<file path="src/sv/bdef_pkg.sv">
package bdef_pkg;

	// Number of pushbuttons; fixed by the width of the level fields.
	localparam int NUM_BUTTONS = 5;
	localparam int IDX_W = 3;
	localparam int SETTLE_W = 8;
	localparam logic [SETTLE_W-1:0] SETTLE_RESET = 8'd10;

	// APB register map.
	localparam int PADDR_W = 3;
	localparam int PDATA_W = 32;
	localparam logic REG_SETTLE = 1'b0;

	typedef enum logic [1:0] {
		OP_TICK       = 2'd0,
		OP_RD_PRESSED = 2'd1,
		OP_RD_RISING  = 2'd2,
		OP_RD_FALLING = 2'd3
	} op_t;

	// Per-lane commands from the request decoder.
	typedef struct packed {
		logic tick;
		logic clr_pressed;
		logic clr_rising;
		logic clr_falling;
	} lane_ctrl_t;

	// Per-lane state seen by the merging stage.
	typedef struct packed {
		logic level_next;
		logic pressed;
		logic rising;
		logic falling;
	} lane_stat_t;

	typedef struct packed {
		logic                   flag_value;
		logic [NUM_BUTTONS-1:0] debounced_levels;
	} res_t;

endpackage

</file>
<file path="src/sv/bdef_if.sv">
interface bdef_req_if import bdef_pkg::*; ();
	logic             valid;
	logic             ready;
	logic [1:0]       operation;
	logic [4:0]       raw_levels;
	logic [IDX_W-1:0] button_index;

	modport source (output valid, operation, raw_levels, button_index, input ready);
	modport sink (input valid, operation, raw_levels, button_index, output ready);
endinterface

interface bdef_res_if import bdef_pkg::*; ();
	logic       valid;
	logic       ready;
	logic       flag_value;
	logic [4:0] debounced_levels;

	modport source (output valid, flag_value, debounced_levels, input ready);
	modport sink (input valid, flag_value, debounced_levels, output ready);
endinterface

</file>
<file path="src/sv/bdef_lane.sv">
module bdef_lane import bdef_pkg::*; #(
	parameter int COUNT_WIDTH = 8
) (
	input  logic                clk,
	input  logic                arst_n,
	input  lane_ctrl_t          ctrl,
	input  logic                raw,
	input  logic [SETTLE_W-1:0] settle_count,
	output lane_stat_t          stat
);

	localparam int CMP_W = (COUNT_WIDTH > SETTLE_W) ? COUNT_WIDTH : SETTLE_W;

	logic                   level_q;
	logic [COUNT_WIDTH-1:0] cnt_q;
	logic                   pressed_q;
	logic                   rising_q;
	logic                   falling_q;
	logic [COUNT_WIDTH-1:0] cnt_inc;
	logic                   differ;
	logic                   hit;
	logic                   flip;

	// Compare the incremented count against the setting at a common width, so a
	// setting beyond the counter range never matches.
	assign differ  = raw != level_q;
	assign cnt_inc = cnt_q + COUNT_WIDTH'(1);
	assign hit     = CMP_W'(cnt_inc) == CMP_W'(settle_count);
	assign flip    = ctrl.tick && differ && hit;

	assign stat.level_next = flip ? raw : level_q;
	assign stat.pressed    = pressed_q;
	assign stat.rising     = rising_q;
	assign stat.falling    = falling_q;

	// Settle counter, debounced level and sticky flags.
	always_ff @(posedge clk or negedge arst_n) begin
		if (!arst_n) begin
			level_q   <= 1'b0;
			cnt_q     <= '0;
			pressed_q <= 1'b0;
			rising_q  <= 1'b0;
			falling_q <= 1'b0;
		end else begin
			if (ctrl.tick) begin
				if (raw) begin
					pressed_q <= 1'b1;
				end
				if (!differ) begin
					cnt_q <= '0;
				end else if (hit) begin
					cnt_q   <= '0;
					level_q <= raw;
					if (raw) begin
						rising_q <= 1'b1;
					end else begin
						falling_q <= 1'b1;
					end
				end else begin
					cnt_q <= cnt_inc;
				end
			end
			if (ctrl.clr_pressed) begin
				pressed_q <= 1'b0;
			end
			if (ctrl.clr_rising) begin
				rising_q <= 1'b0;
			end
			if (ctrl.clr_falling) begin
				falling_q <= 1'b0;
			end
		end
	end

	// A cleared flag reads low on the next cycle.
	a_clr_rising: assert property (@(posedge clk) disable iff (!arst_n)
		ctrl.clr_rising |=> !rising_q)
		else $error("rising flag survived a clear");

	// A query leaves the counter and the debounced level untouched.
	a_query_stable: assert property (@(posedge clk) disable iff (!arst_n)
		!ctrl.tick |=> ($stable(cnt_q) && $stable(level_q)))
		else $error("counter or level changed without a tick");

endmodule

</file>
<file path="src/sv/bdef_merge.sv">
module bdef_merge import bdef_pkg::*; (
	input  logic             clk,
	input  logic             arst_n,
	input  logic             push,
	input  op_t              op,
	input  logic [IDX_W-1:0] button_index,
	input  lane_stat_t       stat [NUM_BUTTONS],
	output logic             space,
	bdef_res_if.source       result
);

	res_t res_new;
	res_t main_q;
	res_t skid_q;
	logic main_valid_q;
	logic skid_valid_q;
	logic idx_ok;
	logic pop;

	// Gather the lanes' levels and pick the queried flag.
	assign idx_ok = button_index < IDX_W'(NUM_BUTTONS);

	always_comb begin
		for (int i = 0; i < NUM_BUTTONS; i++) begin
			res_new.debounced_levels[i] = stat[i].level_next;
		end
		res_new.flag_value = 1'b0;
		if (idx_ok) begin
			case (op)
				OP_RD_PRESSED: res_new.flag_value = stat[button_index].pressed;
				OP_RD_RISING:  res_new.flag_value = stat[button_index].rising;
				OP_RD_FALLING: res_new.flag_value = stat[button_index].falling;
				default:       res_new.flag_value = 1'b0;
			endcase
		end
	end

	// Two-entry output buffer: a new request is taken while a result waits.
	assign pop   = main_valid_q && result.ready;
	assign space = !skid_valid_q;

	always_ff @(posedge clk or negedge arst_n) begin
		if (!arst_n) begin
			main_valid_q <= 1'b0;
			skid_valid_q <= 1'b0;
		end else if (skid_valid_q) begin
			if (pop) begin
				skid_valid_q <= 1'b0;
			end
		end else if (push) begin
			if (main_valid_q && !pop) begin
				skid_valid_q <= 1'b1;
			end else begin
				main_valid_q <= 1'b1;
			end
		end else if (pop) begin
			main_valid_q <= 1'b0;
		end
	end

	always_ff @(posedge clk) begin
		if (skid_valid_q) begin
			if (pop) begin
				main_q <= skid_q;
			end
		end else if (push) begin
			if (main_valid_q && !pop) begin
				skid_q <= res_new;
			end else begin
				main_q <= res_new;
			end
		end
	end

	assign result.valid            = main_valid_q;
	assign result.flag_value       = main_q.flag_value;
	assign result.debounced_levels = main_q.debounced_levels;

	// The spare slot only fills behind a waiting result.
	a_skid_order: assert property (@(posedge clk) disable iff (!arst_n)
		skid_valid_q |-> main_valid_q)
		else $error("spare slot holds a result with the main slot empty");

	// No request is taken into a full buffer.
	a_no_overflow: assert property (@(posedge clk) disable iff (!arst_n)
		skid_valid_q |-> !push)
		else $error("request accepted while output buffer full");

endmodule

</file>
<file path="src/sv/button_debounce_edge_flags_core.sv">
// A result is registered in the output buffer when its request is accepted.
// One request per cycle while the output buffer has space; every button has its own counter lane and
// a two-entry output buffer takes one more request while a result waits.
// Reset (arst_n, asynchronous, active low) clears levels, counters, flags and
// buffer; settle_count returns to 10.
module button_debounce_edge_flags_core import bdef_pkg::*; #(
	parameter int COUNT_WIDTH = 8
) (
	input  logic               clk,
	input  logic               arst_n,
	bdef_req_if.sink           request,
	bdef_res_if.source         result,
	input  logic               psel,
	input  logic               penable,
	input  logic               pwrite,
	input  logic [PADDR_W-1:0] paddr,
	input  logic [PDATA_W-1:0] pwdata,
	output logic [PDATA_W-1:0] prdata,
	output logic               pready
);

	logic                settle_q;
	logic [SETTLE_W-1:0] settle_count_q;
	logic                accept;
	logic                space;
	logic                idx_ok;
	op_t                 op;
	lane_ctrl_t          ctrl [NUM_BUTTONS];
	lane_stat_t          stat [NUM_BUTTONS];

	// Configuration register.
	assign pready   = 1'b1;
	assign settle_q = paddr[2] == REG_SETTLE;
	assign prdata   = settle_q ? PDATA_W'(settle_count_q) : '0;

	always_ff @(posedge clk or negedge arst_n) begin
		if (!arst_n) begin
			settle_count_q <= SETTLE_RESET;
		end else if (psel && penable && pwrite && pready && settle_q) begin
			settle_count_q <= pwdata[SETTLE_W-1:0];
		end
	end

	// Request decode into per-lane commands.
	assign request.ready = space;
	assign accept        = request.valid && space;
	assign op            = op_t'(request.operation);
	assign idx_ok        = request.button_index < IDX_W'(NUM_BUTTONS);

	always_comb begin
		for (int i = 0; i < NUM_BUTTONS; i++) begin
			ctrl[i].tick        = accept && (op == OP_TICK);
			ctrl[i].clr_pressed = accept && idx_ok && (op == OP_RD_PRESSED)
				&& (request.button_index == IDX_W'(i));
			ctrl[i].clr_rising  = accept && idx_ok && (op == OP_RD_RISING)
				&& (request.button_index == IDX_W'(i));
			ctrl[i].clr_falling = accept && idx_ok && (op == OP_RD_FALLING)
				&& (request.button_index == IDX_W'(i));
		end
	end

	// One debounce lane per button.
	for (genvar g = 0; g < NUM_BUTTONS; g++) begin : g_lane
		bdef_lane #(
			.COUNT_WIDTH(COUNT_WIDTH)
		) u_lane (
			.clk          (clk),
			.arst_n       (arst_n),
			.ctrl         (ctrl[g]),
			.raw          (request.raw_levels[g]),
			.settle_count (settle_count_q),
			.stat         (stat[g])
		);
	end

	// Merge the lanes into one result and buffer it.
	bdef_merge u_merge (
		.clk          (clk),
		.arst_n       (arst_n),
		.push         (accept),
		.op           (op),
		.button_index (request.button_index),
		.stat         (stat),
		.space        (space),
		.result       (result)
	);

endmodule

</file>
<file path="src/flat_wrapper.sv">
// flat-port wrapper written by rule: the top's interface ports become plain ports
module button_debounce_edge_flags_core_flat import bdef_pkg::*;
#(
	parameter int COUNT_WIDTH = 8
)
  (clk, arst_n, psel, penable, pwrite, paddr, pwdata, prdata, pready, request_valid, request_operation, request_raw_levels, request_button_index, request_ready, result_valid, result_flag_value, result_debounced_levels, result_ready);
  bdef_req_if request_i ();
  bdef_res_if result_i ();
  input  logic clk;
  input  logic arst_n;
  input  logic psel;
  input  logic penable;
  input  logic pwrite;
  input  logic [PADDR_W-1:0] paddr;
  input  logic [PDATA_W-1:0] pwdata;
  output logic [PDATA_W-1:0] prdata;
  output logic pready;
  input wire logic [$bits(request_i.valid)-1:0] request_valid;
  input wire logic [$bits(request_i.operation)-1:0] request_operation;
  input wire logic [$bits(request_i.raw_levels)-1:0] request_raw_levels;
  input wire logic [$bits(request_i.button_index)-1:0] request_button_index;
  output wire logic [$bits(request_i.ready)-1:0] request_ready;
  output wire logic [$bits(result_i.valid)-1:0] result_valid;
  output wire logic [$bits(result_i.flag_value)-1:0] result_flag_value;
  output wire logic [$bits(result_i.debounced_levels)-1:0] result_debounced_levels;
  input wire logic [$bits(result_i.ready)-1:0] result_ready;
  assign request_i.valid = request_valid;
  assign request_i.operation = request_operation;
  assign request_i.raw_levels = request_raw_levels;
  assign request_i.button_index = request_button_index;
  assign request_ready = request_i.ready;
  assign result_valid = result_i.valid;
  assign result_flag_value = result_i.flag_value;
  assign result_debounced_levels = result_i.debounced_levels;
  assign result_i.ready = result_ready;
  button_debounce_edge_flags_core #(.COUNT_WIDTH(COUNT_WIDTH)) u_core (.clk(clk), .arst_n(arst_n), .request(request_i), .result(result_i), .psel(psel), .penable(penable), .pwrite(pwrite), .paddr(paddr), .pwdata(pwdata), .prdata(prdata), .pready(pready));
endmodule
</file>
<file path="config.mk">
export PLATFORM = sky130hd
export DESIGN_NAME = button_debounce_edge_flags_core_flat
export DESIGN_NICKNAME = d
export VERILOG_FILES = /design/src/sv/bdef_pkg.sv /design/src/sv/bdef_if.sv /design/src/sv/bdef_lane.sv /design/src/sv/bdef_merge.sv /design/src/sv/button_debounce_edge_flags_core.sv /design/src/flat_wrapper.sv
export SDC_FILE = /design/constraint.sdc
export NUM_CORES = 1
export LEC_CHECK = 0
export ABC_AREA = 1
export BUFFER_PORTS_ARGS = -buffer_cell sky130_fd_sc_hd__buf_2
export CELL_PAD_IN_SITES_DETAIL_PLACEMENT = 0
export CELL_PAD_IN_SITES_GLOBAL_PLACEMENT = 2
export CORE_UTILIZATION = 34
export DETAILED_ROUTE_END_ITERATION = 16
export PLACE_DENSITY = 0.89
export REMOVE_ABC_BUFFERS = 1
export SYNTH_ARGS = -nofsm -noshare
export SYNTH_HDL_FRONTEND = slang
export SYNTH_SLANG_ARGS = --single-unit
</file>
<file path="constraint.sdc">
create_clock -name clk -period 4.5 [get_ports clk]
set_input_delay 0.225 -clock clk [delete_from_list [all_inputs] [get_ports clk]]
set_output_delay 0.225 -clock clk [all_outputs]
set_load 0.005 [all_outputs]
</file>
# ---- Word level (Yosys, flattened, before mapping)
# Cells that the tools add are included.
dict set report totals {
  reg_bits 82
  input_bits 52
  output_inout_bits 41
  word_cells 269
}
dict set report classes {
  n_addsub 5
  n_lt_le_gt_ge 2
  n_eq_ne 25
  n_mux 92
  bitwise 3
  reduce_logical 110
}
# operator n
set op_table {}
lappend op_table {{2-bit nonzero test} 47}
lappend op_table {{8-bit two-way mux} 11}
lappend op_table {{1-bit two-way mux} 73}
lappend op_table {{8-bit by 1-bit adder with 8-bit output, second input constant} 5}
lappend op_table {{8-bit equality test} 5}
lappend op_table {{4-bit AND reduction} 10}
lappend op_table {{1-bit logical AND} 36}
lappend op_table {{6-bit two-way mux} 4}
lappend op_table {{3-bit AND reduction} 8}
lappend op_table {{4-bit binary-select mux with 3-bit select} 1}
lappend op_table {{2-bit by 1-bit inequality test with 1-bit output, second input constant} 6}
lappend op_table {{2-bit AND reduction} 5}
lappend op_table {{3-bit by 2-bit equality test with 1-bit output, second input constant} 2}
lappend op_table {{3-bit two-way mux} 2}
lappend op_table {{1-bit inequality test} 5}
lappend op_table {{2-bit equality test, second input constant} 2}
lappend op_table {{4-bit >= comparator, second input constant} 1}
lappend op_table {{2-bit inequality test, second input constant} 2}
lappend op_table {{3-bit inverter with 4-bit output} 1}
lappend op_table {{3-bit by 1-bit equality test with 1-bit output, second input constant} 1}
lappend op_table {{3-bit equality test, second input constant} 1}
lappend op_table {{3-bit zero test} 1}
lappend op_table {{3-bit less-than comparator, second input constant} 1}
lappend op_table {{1-bit case mux with 3 select lines} 1}
lappend op_table {{4 further kinds} 6}

# ---- Depth between registers and ports, before layout
# Gate-level depths: netlist of the first run.
dict set report logic_depth {
  ltp_word 14
  mapped_depth 15
  mapped_depth_nobuf 15
}

# ---- Cells and area by module
# From an unflattened synthesis of the first run, not the netlist that was laid out.
dict set report hier_totals {
  hier_cells 851
  area_unflattened_um2 6253.5
}
# mod n_inst cells_each area_per_inst_um2
set by_module_without_submodules {}
lappend by_module_without_submodules {bdef_lane 5 128 939.7}
lappend by_module_without_submodules {button_debounce_edge_flags_core 1 119 802.0}
lappend by_module_without_submodules {bdef_merge 1 92 753.2}

# ---- Least setup slack after synthesis of the first run
# No wires, ideal clock.
dict set report synth_timing {
  path_type {register to register}
  startpoint {reg u_core.g_lane[4].u_lane.cnt_q[0]}
  endpoint {reg u_core.u_merge.main_q (netlist bit u_core.u_merge.result.debounced_levels[4]) (data pin)}
  arrival_time_ns 1.594
  required_ns 4.248
  slack_ns 2.654
  stages_incl_launch_ff 12
  n_path_buf 0
  synth_period_minus_slack_ns 1.846
  cell_sequence {dfrtp_1 > ha_1 > xnor2_1 > nand2_1 > nor2_1 > nand3_1 > nor2_1 > nand3_1 > nand2_1 > nand2_1 > nand2_1 > nand2_1}
}
# element line
set synth_rtl {}
lappend synth_rtl {{from (decl)} bdef_lane.sv:15} ;# logic [COUNT_WIDTH-1:0] cnt_q;
lappend synth_rtl {{from (signal assigned)} bdef_lane.sv:60} ;# cnt_q <= cnt_inc;
lappend synth_rtl {{to (signal assigned)} bdef_merge.sv:64} ;# main_q <= skid_q;
lappend synth_rtl {{to (signal assigned)} bdef_merge.sv:70} ;# main_q <= res_new;
lappend synth_rtl {{to (decl)} bdef_merge.sv:13} ;# res_t main_q;

==> results of run 1 <==
-- cells in the mapped netlist --
cell        n
nand2_1   196
nor2_1     91
inv_1      85
nand3_1    80
dfrtp_1    68
buf_4      29
o21ai_0    28
nand4_1    24
a21oi_1    21
nand2_2    19
o22ai_1    17
nor2_4     14
edfxtp_1   12
o21ai_1     9
a22oi_1     8
nor2_2      8
clkbuf_1    6
ha_1        5
inv_2       5
nand3_2     5
xnor2_1     5
and2_1      4
nand4_2     4
buf_2       3
nor3_1      3
buf_6       2
conb_1      2
dfstp_2     2
nor2_8      2
o22a_1      2
a21oi_4     1
buf_1       1
clkinv_4    1
nor3_4      1
or2_2       1
xor2_1      1
-- per-layer routing --
layer  GRT usage [%]  routed length, um  part of all wire [%]  vias to the layer above
met4           6.228                180                   1.3                        0
met3           2.931                395                   2.9                       13
met2           29.06               6512                    47                       71
met1           23.92               6757                    49                     2258
li1                -                  -                     -                     2515
met5               0                  0                     0                        -
-- sequential cells by signal, summed over array words and instances (netlist names) --
register,count
u_core.settle_count_q,8
u_core.g_lane.u_lane.level_q,5
u_core.u_merge.skid_valid_q,1
u_core.g_lane.u_lane.cnt_q,40
u_core.g_lane.u_lane.rising_q,5
u_core.u_merge.result.flag_value,1
u_core.g_lane.u_lane.falling_q,5
u_core.g_lane.u_lane.pressed_q,5
u_core.u_merge.skid_q,6
u_core.u_merge.result.valid,1
u_core.u_merge.result.debounced_levels,5
-- placed cells by master, fill, tap and decap left out, types with 5 or more instances in the layout --
cell type,count
nor2_1,91
o21ai_1,9
nand3_1,80
nand4_1,24
a22oi_1,8
nand2_1,196
nor2_2,8
o21ai_0,28
nand2_2,19
buf_2,40
clkbuf_16,9
edfxtp_1,12
inv_1,85
nand3_2,5
a21oi_1,21
o22ai_1,17
conb_1,25
inv_2,5
dfrtp_1,68
xnor2_1,5
ha_1,5
nor2_4,14
-- critical path, delay by kind of cell, from the launching register on --
family | cells | cell delay, ps
simple gates | 12 | 1260
flops | 1 | 430
fa+ha+maj | 1 | 270
-- power by group --
part | total [mW] | switching, mW | internal (mW)
sequential | 1.30 | 0.286 | 1.01
clock | 0.743 | 0.353 | 0.390
combinational | 1.13 | 0.703 | 0.429
total | 3.17 | 1.34 | 1.83
-- logic make-up (layout without fill, tap and decap cells) --
logic type                 Yosys count  count (layout)  synth area share, %
AOI/OAI and AO/OA                   86              86                8.897
xor gates and xnor gates             6               6               0.9532
adders and majority gates            5               5                1.135
buffers and inverters              132             149                11.39
DFF                                 82              82                38.36
other                                2              25               0.1362
and+or+nand+nor                    452             452                39.13
-- cell type report --
type / count / area share [%]
clock buffers: 9 / 3.692
clock inverters: 7 / 1.189
inverters: 91 / 5.681
multi-input cells: 574 / 46.82
flip-flops and latches: 82 / 34.66
well taps: 216 / 4.430
repair buffers: 42 / 3.527
-- through the flow --
step | cells | hold WS, ps | cell area (um^2) | total power, mW
2_1_floorplan | 747 | -70.59 | 5318 | 2.114
3_3_place_gp | 1005 | 448.7 | 5803 | 2.448
3_5_place_dp | 1005 | 446.1 | 5803 | 2.449
4_1_cts | 1021 | 63.95 | 6101 | 3.203
5_1_grt | 1021 | 95.82 | 6101 | 3.447
6_report | 1021 | -7.843 | 6101 | 3.172
-- how the worst max path moves through the flow --
stage                     cells past startpoint  slack, ps                                             endpoint
after global routing                          8       2060         u_core.g_lane[0].u_lane.cnt_q[3]$_DFFE_PN0P_
after detailed placement                      8       2270         u_core.g_lane[0].u_lane.cnt_q[6]$_DFFE_PN0P_
after floorplan                              10       1820  u_core.u_merge.result.debounced_levels[1]$_DFFE_PP_
after global placement                       10       2300  u_core.u_merge.result.debounced_levels[1]$_DFFE_PP_
after CTS                                     8       2260         u_core.g_lane[0].u_lane.cnt_q[3]$_DFFE_PN0P_
final                                        13       2310  u_core.u_merge.result.debounced_levels[1]$_DFFE_PP_
==> impl_metrics.yaml, run 1 <==
sta:
  max_freq_ghz: 0.4575
  hold_violations: 2
  slew_headroom_pct: 36.44
  fin_crit_ps: 2186
  finalSetupTns_ps: 0
  min_period_over_period_pct: 48.57
  worst_pin_slew_ps: 953.4
  fin_worst_skew_ps: 7.655
  rsz0062_at_grt: "false"
  whs_ps: -7.843
  fin_ws_ps: 2314
  setup_viol: 0
  finalMaxSlewViolations: 0
worst_setup_path:
  arrival_ps: 2300
  reg2reg_depth: 13
  crit_chain: "ha_1 > nor2_1 > nor2_1 > nand2_1 > nand2_1 > nor2_1 > nand2_1 > nor2_2 > nand3_2 > nand2_1 > nand2_2 > nand2_1 > nand2_1"
  cp_max_fo: 5
  cp_slowest_cell: "dfrtp_1"
  crit_top_cell: "nand2_1"
  critPathMaxStageDelay_ps: 430
  cp.required_ps: 4620
  r2r_start: "u_core.g_lane[1].u_lane.cnt_q[1]$_DFFE_PN0P_"
  end_kind: "flop"
  rrSetupSlack_ps: 2310
  startpoint: "u_core.g_lane[1].u_lane.cnt_q[1]$_DFFE_PN0P_"
  crit_type: "flop to flop"
  r2r_end: "u_core.u_merge.result.debounced_levels[1]$_DFFE_PP_"
  crit_path_start_kind: "flop"
place:
  preCtsSetupSlack_ps: 2266
  dp_hpwl_mm: 9.907
  gp_congestion: 0.7929
  portBuffers: 41
outcome:
  violations: "negative hold slack"
  outcome: "finished with violations"
power_and_ir_drop:
  vdd_ir_drop_max_uv: 203.6
  power.density_nw_per_um2: 520.0
  leakagePower_nw: 2.900
global_routing:
  grt_pass1_vias: 4438
  antenna_found_initial: 0
  grt_pass1_wl_mm: 22.67
  grtUsageTotal_pct: 17.84
  grt_max_degree: 71
  grt_remaining_overflow: 0
floorplan:
  fp.dieArea_um2: 16730
  coreArea_um2: 15830
  io_pins: 93
  rows: 46
  start_util_pct: 34.83
  die_h_um: 129.3
  die_x_um: 129.3
clocking:
  cts_root_buf: "clkbuf_16"
  tritoncts: "yes"
  clockBufferDepth: 2
  cts.htree.levels: 3
  cts.clk_slew.worst_paths_ps: 70
  clock-sinks: 82
  post-cts-setup-buffers: 0
  cts_resized: 0
  cts_buffers: 9
  clock_latency_ps: 360
  hold_buffers: 0
synth:
  synth.cell_area_um2: 5513
  synthCells: 765
  synth_cell_types: 36
  yosys_register_bits: 82
  synth.area.top_cells: "dfrtp_1 31%, nand2_1 13%, nand3_1 7.3%"
  yosys.area.top_type_share_pct: 30.87
  yosysSeqAreaShare_pct: 38.36
  synth_area_leader_cell: "dfrtp_1"
  synth_area_per_cell_um2: 7.206
  ys_warn_count: 0
finish:
  layout-drive-gt1-share_pct: 15.03
  syn_to_final_growth_pct: 10.67
  nFillCells: 1711
  nets: 857
  utilization_pct: 38.55
  seq_area_um2: 2115
  diodes: 0
  multiInputGateArea_um2: 2856
detailed_routing:
  firstDrtPassIters: 5
  viasPerCell: 4.757
  avgRoutedWirePerCell_um: 13.56
  drt_iter0_markers: 237
  via_count: 4857
  routed_wl_mm: 13.85
  ant_nets: 0
  drc: 0
run:
  maxCapViolations: 0
hold_path:
  worstHoldPathType: "input pin to async pin"
(Power assumes the default switching activity.)
==> run 2, diff against run 1 <==
CORE_UTILIZATION = 29   (was 34)
PLACE_DENSITY = 0.81   (was 0.89)
clock period = 1.9 ns   (was 4.5 ns; I/O delays follow)
==> impl_metrics.yaml, run 2 (synthesis gave the netlist of run 1 again) <==
sta:
  fin_worst_skew_ps: 7.611
  max_freq_ghz: 0.5139
  fin_ws_ps: -45.86
  hold_violations: 0
  finalMaxSlewViolations: 0
  finalSetupTns_ps: -105.4
  slew_headroom_pct: 60.76
  worst_pin_slew_ps: 586.9
  rsz0062_at_grt: "true"
  min_period_over_period_pct: 102.4
  fin_crit_ps: 1946
  setup_viol: 4
finish:
  final_common_cell: "nand2_1"
  regMostFlops: "u_core.g_lane.u_lane.cnt_q"
  nFillCells: 1981
  multiInputGateArea_um2: 3272
  final_cell_mix: "160 x nand2_1, 85 x buf_4, 84 x inv_1"
  diodes: 0
  utilization_pct: 40.60
  layout-drive-gt1-share_pct: 33.80
  syn_to_final_growth_pct: 37.29
  seq_area_um2: 2123
  nets: 972
  design_area_um2: 7569
  top_regs: "u_core.g_lane.u_lane.cnt_q: 40 flops, u_core.settle_count_q: 8 flops, u_core.u_merge.skid_q: 6 flops"
  largest_reg_flops: 40
run:
  maxCapViolations: 0
floorplan:
  rows: 50
  die_x_um: 139.9
  coreArea_um2: 18640
  fp.dieArea_um2: 19570
  io_pins: 93
  die_h_um: 139.9
  start_util_pct: 29.57
power_and_ir_drop:
  power.density_nw_per_um2: 1233
  pwr-share-clk_pct: 21.3
  combPwrFrac_pct: 46.4
  vdd_ir_drop_max_uv: 552.3
  switching_share_pct: 39.57
  internal_power_mw: 5.640
  seqPwrFrac_pct: 32.2
  leakagePower_nw: 3.604
  p_switching_mw: 3.693
detailed_routing:
  viasPerCell: 4.677
  drt_iter0_markers: 267
  drc: 1
  avgRoutedWirePerCell_um: 13.96
  via_count: 5397
  firstDrtPassIters: 10
  routed_wl_mm: 16.11
  ant_nets: 0
worst_setup_path:
  cp_max_fo: 5
  cp.required_ps: 2020
  arrival_ps: 2060
  crit_path_start_kind: "flop"
  end_kind: "flop"
  r2r_end: "u_core.u_merge.result.debounced_levels[1]$_DFFE_PP_"
  rrSetupSlack_ps: -50
  reg2reg_depth: 14
  r2r_start: "u_core.g_lane[1].u_lane.cnt_q[1]$_DFFE_PN0P_"
  crit_type: "flop to flop"
place:
  placed_cell_area_um2: 6504
  dp_hpwl_mm: 11.76
  portBuffers: 41
  gp_congestion: 0.7751
global_routing:
  grtUsageTotal_pct: 17.24
  grt_pass1_vias: 5217
  antenna_found_initial: 0
  grt_max_degree: 32
  grt_pass1_wl_mm: 26.20
  grt_remaining_overflow: 0
clocking:
  tritoncts: "yes"
  clock-sinks: 82
  cts.clk_slew.worst_paths_ps: 70
  cts_buffers: 9
  clock_latency_ps: 350
  cts_root_buf: "clkbuf_16"
  cts.htree.levels: 3
  clockBufferDepth: 2
hold_path:
  hold_path_depth: 4
  min_from: "result_ready"
  hold_end: "u_core.u_merge.result.valid$_DFFE_PN0P_"
  worstHoldPathType: "input pin to flop"
outcome:
  outcome: "finished with violations"
  violations: "design-rule violations, negative setup slack"
run 2: cell types whose count changed in the layout (fill, tap and decap cells not counted), moves of 11 or more:
cell	delta
buf_4	+83
buf_6	+21
nand2_1	-36
nand2_2	+24
nand2_4	+11
nand3_1	-13
nand3_2	+11
nor2_1	-15
run 2: worst max-delay path by stage:
stage	cells past startpoint	start	slack [ps]	to
finish	14	u_core.g_lane[1].u_lane.cnt_q[1]$_DFFE_PN0P_	-50	u_core.u_merge.result.debounced_levels[1]$_DFFE_PP_
global route	13	u_core.g_lane[0].u_lane.cnt_q[1]$_DFFE_PN0P_	-150	u_core.u_merge.result.debounced_levels[0]$_DFFE_PP_
CTS	14	u_core.g_lane[1].u_lane.cnt_q[0]$_DFFE_PN0P_	-30	u_core.u_merge.result.debounced_levels[1]$_DFFE_PP_
detailed placement	13	u_core.g_lane[1].u_lane.cnt_q[0]$_DFFE_PN0P_	-80	u_core.u_merge.result.debounced_levels[1]$_DFFE_PP_
global placement	13	u_core.g_lane[1].u_lane.cnt_q[2]$_DFFE_PN0P_	-70	u_core.u_merge.result.debounced_levels[1]$_DFFE_PP_
floorplan	10	u_core.u_merge.skid_valid_q$_DFF_PN0_	-780	u_core.u_merge.result.debounced_levels[1]$_DFFE_PP_
run 2: what timing repair did:
item | CTS | global route
gates resized for setup | 15 | 127
buffers inserted | 0 | 19
hold buffers | 9 | 0
pin swaps | 4 | 52
hold endpoints to repair | 30 | 0
endpoints found under the setup margin | 15 | 61
run 2: stage by stage:
| stage | hold WS, ps | setup slack (ps) | total power [mW] | cells |
|---|---|---|---|---|
| 4_1_cts | 31.46 | -30.57 | 8.718 | 1135 |
| 5_1_grt | 69.78 | -146.5 | 10.04 | 1154 |
| 3_3_place_gp | 36.58 | -66.40 | 6.548 | 1110 |
| 2_1_floorplan | -200.6 | -779.4 | 5.006 | 747 |
| 6_report | 44.73 | -45.86 | 9.333 | 1154 |
| 3_5_place_dp | 43.44 | -79.91 | 6.588 | 1110 |
run 2: power by group through the flow:
stage | Combinational (mW) | Clock (mW) | Sequential (mW)
4_1_cts | 3.75 | 2.05 | 2.92
5_1_grt | 4.85 | 2.10 | 3.08
6_report | 4.33 | 1.99 | 3.01
3_3_place_gp | 3.63 | 0 | 2.92
2_1_floorplan | 2.10 | 0 | 2.90
3_5_place_dp | 3.66 | 0 | 2.93
run 2: metal layers:
layer  vias to the layer above  GRT usage [%]  wire (um)
met5                         -              0          0
met4                         0          5.668        238
met3                        14          2.512        371
met2                        70          29.37       7966
met1                      2570          22.33       7534
li1                       2743              -          -
run 2: critical path: stages (launching register included):
cell and delay (ps):
dfrtp_1 410, buf_6 130, nand2_4 50, nor2_4 160
nand2_1 80, nand2_2 90, nor2_1 50, nor2_2 110
nand2_2 80, nor2_4 180, nand3_2 90, nand2_2 100
nand2_4 80, nand2_2 60, nand2_1 40
run 2: cell type report:
cell class	instances	area share, %
clock inverters	7	1.372
clock buffers	9	2.976
inverters	91	4.579
flip-flops and latches	82	28.05
well taps	234	3.868
multi-input cells	574	43.23
repair buffers	157	15.92
==> run 3, diff against run 2 <==
ABC_AREA = not set   (was 1)
CORE_UTILIZATION = 33   (was 29)
CTS_BUF_LIST = sky130_fd_sc_hd__clkbuf_8   (was not set)
HOLD_SLACK_MARGIN = 0.08   (was not set)
PLACE_DENSITY = 0.84   (was 0.81)
==> impl_metrics.yaml, run 3 <==
outcome:
  outcome: "finished with violations"
  violations: "negative setup slack"
floorplan:
  io_pins: 93
  coreArea_um2: 15890
  fp.dieArea_um2: 16830
  die_x_um: 129.7
  die_h_um: 129.7
  start_util_pct: 33.88
  rows: 46
sta:
  slew_headroom_pct: 63.54
  rsz0062_at_grt: "true"
  max_freq_ghz: 0.4304
  finalMaxSlewViolations: 0
  fin_worst_skew_ps: 9.539
  min_period_over_period_pct: 122.3
  fin_ws_ps: -423.2
  worst_pin_slew_ps: 546.8
  hold_violations: 0
  fin_crit_ps: 2323
  setup_viol: 57
synth:
  synth_common_cells: "68 x dfrtp_1, 56 x nand2_1, 34 x xnor2_1, 27 x buf_4, 27 x nand3_1"
  yosys.area.top_type_share_pct: 31.61
  synth-edff-count: 12
  synth_cell_types: 69
  yosys_register_bits: 82
  synthCells: 573
  synth_area_per_cell_um2: 9.394
  ys_warn_count: 0
  synth.cell_area_um2: 5383
  yosysSeqAreaShare_pct: 39.28
  synth.area.top_cells: "dfrtp_1 32%, edfxtp_1 6.7%, xnor2_1 5.5%"
  synthFlopType: "dfrtp_1"
  yosysMostFrequentCell: "dfrtp_1"
  async_flop_share_pct: 85.37
  synth_area_leader_cell: "dfrtp_1"
clocking:
  clockBufferDepth: 2
  cts.htree.levels: 3
  clock-sinks: 82
  cts_buffers: 9
  tritoncts: "yes"
  cts.clk_slew.worst_paths_ps: 90
  clock_latency_ps: 370
  cts_root_buf: "clkbuf_8"
finish:
  layout-drive-gt1-share_pct: 45.65
  utilization_pct: 50.86
  final_common_cell: "buf_4"
  diodes: 0
  nets: 823
  syn_to_final_growth_pct: 50.09
  design_area_um2: 8079
  top_regs: "u_core.g_lane.u_lane.cnt_q: 40 flops, u_core.settle_count_q: 8 flops, u_core.u_merge.skid_q: 6 flops"
  regMostFlops: "u_core.g_lane.u_lane.cnt_q"
  nFillCells: 1403
  final_cell_mix: "131 x buf_4, 63 x dfrtp_1, 55 x nand2_1"
  largest_reg_flops: 40
worst_setup_path:
  cp.required_ps: 2030
  r2r_end: "u_core.u_merge.result.debounced_levels[1]$_DFFE_PP_"
  arrival_ps: 2450
  rrSetupSlack_ps: -420
  end_kind: "flop"
  endpoint: "u_core.u_merge.result.debounced_levels[1]$_DFFE_PP_"
  r2r_start: "u_core.g_lane[1].u_lane.cnt_q[1]$_DFFE_PN0P_"
  startpoint: "u_core.g_lane[1].u_lane.cnt_q[1]$_DFFE_PN0P_"
  crit_path_start_kind: "flop"
  cp_max_fo: 6
  crit_type: "flop to flop"
  reg2reg_depth: 7
detailed_routing:
  drc: 0
  routed_wl_mm: 16.54
  avgRoutedWirePerCell_um: 16.76
  via_count: 5150
  drt_iter0_markers: 318
  viasPerCell: 5.218
  firstDrtPassIters: 5
  ant_nets: 0
place:
  portBuffers: 41
  dp_hpwl_mm: 11.08
  gp_congestion: 0.8772
  placed_cell_area_um2: 6576
run:
  maxCapViolations: 0
global_routing:
  grtUsageTotal_pct: 20.21
  grt_remaining_overflow: 0
  grt_pass1_wl_mm: 26.05
  grt_max_degree: 40
  grt_pass1_vias: 4981
  antenna_found_initial: 0
power_and_ir_drop:
  leakagePower_nw: 3.444
  vdd_ir_drop_max_uv: 358.2
  power.density_nw_per_um2: 974.5
hold_path:
  worstHoldPathType: "input pin to flop"
==> run 3: cell types whose count changed in the layout (fill, tap and decap cells not counted), sizes merged, moves of 29 or more <==
cell,change
xnor2,+29
nor2,-97
nand2,-159
buf,+57
inv,-78
nand3,-58
==> run 3: how the worst min path moves through the flow <==
stage	startpoint	to	slack, ps	cells past startpoint
after floorplan	arst_n	u_core.g_lane[0].u_lane.cnt_q[0]$_DFFE_PN0P_	-200	0
after global placement	arst_n	u_core.g_lane[4].u_lane.cnt_q[6]$_DFFE_PN0P_	180	2
after detailed placement	arst_n	u_core.g_lane[4].u_lane.cnt_q[6]$_DFFE_PN0P_	180	2
after CTS	request_button_index[2]	u_core.g_lane[2].u_lane.rising_q$_DFFE_PN0P_	90	3
after global routing	request_button_index[2]	u_core.g_lane[2].u_lane.falling_q$_DFFE_PN0P_	150	3
final	request_button_index[2]	u_core.g_lane[2].u_lane.rising_q$_DFFE_PN0P_	120	3
==> run 3: metal layers <==
metal  vias to the layer above  track usage, %  routed length, um
met1                      2576           25.05               6989
li1                       2413               -                  -
met5                         -               0                  0
met4                         0           9.097                506
met2                       128           34.63               8481
met3                        33           3.239                562
==> run 3: power breakdown <==
group / internal, mW / leakage, nW / switching (mW) / total, mW
registers: 2.18 / 0.962 / 0.361 / 2.54
clock network: 0.862 / 0.124 / 0.669 / 1.53
logic: 1.99 / 2.36 / 1.81 / 3.80
==> run 3: area by class of cell <==
| class | count | area, um^2 | share of cell area, % |
|---|---|---|---|
| tap | 216 | 270.3 | 3.345 |
| clock buffer | 9 | 123.9 | 1.533 |
| timing repair buffer | 222 | 1752 | 21.68 |
| sequential | 82 | 2121 | 26.25 |
| multi-input combinational | 435 | 3643 | 45.10 |
| clock inverter | 7 | 108.9 | 1.347 |
| inverter | 16 | 60.06 | 0.7434 |
==> run 3: stage by stage <==
stage	cells	setup WS, ps	hold WS (ps)	setup TNS (ps)	total power, mW
after floorplan	533	-785.6	-200.6	-18980	3.981
after global placement	921	-457.0	183.9	-13380	5.243
after detailed placement	921	-512.3	181.8	-17070	5.342
after CTS	976	-395.8	87.61	-9084	7.651
after global routing	987	-511.2	151.2	-16620	8.345
final	987	-423.2	118.4	-10970	7.873
==> run 3: logic make-up after synthesis <==
logic type,Yosys count,share of synthesized area (%)
xor gates and xnor gates,54,8.787
buffers and inverters,79,7.903
adders and majority gates,5,1.162
DFF,82,39.28
AOI/OAI and AO/OA,121,15.57
muxes,30,6.880
other,2,0.1395
and+or+nand+nor,200,20.27
==> run 3: critical path, cell delays in order (launching register included) <==
cell      delay, ps
dfrtp_1         430
ha_4            200
nand3_4          90
or3_4           350
a221oi_4        290
nand4_2         150
mux2_4          330
mux2_4          250
==> run 3: what timing repair did <==
item                                   4_1_cts  5_1_grt
pin swaps                                   53       43
setup endpoints to repair                   65       65
hold buffers                                17        0
gates resized for setup                    127       53
buffers inserted                            25       14
endpoints found under the hold margin       88        0
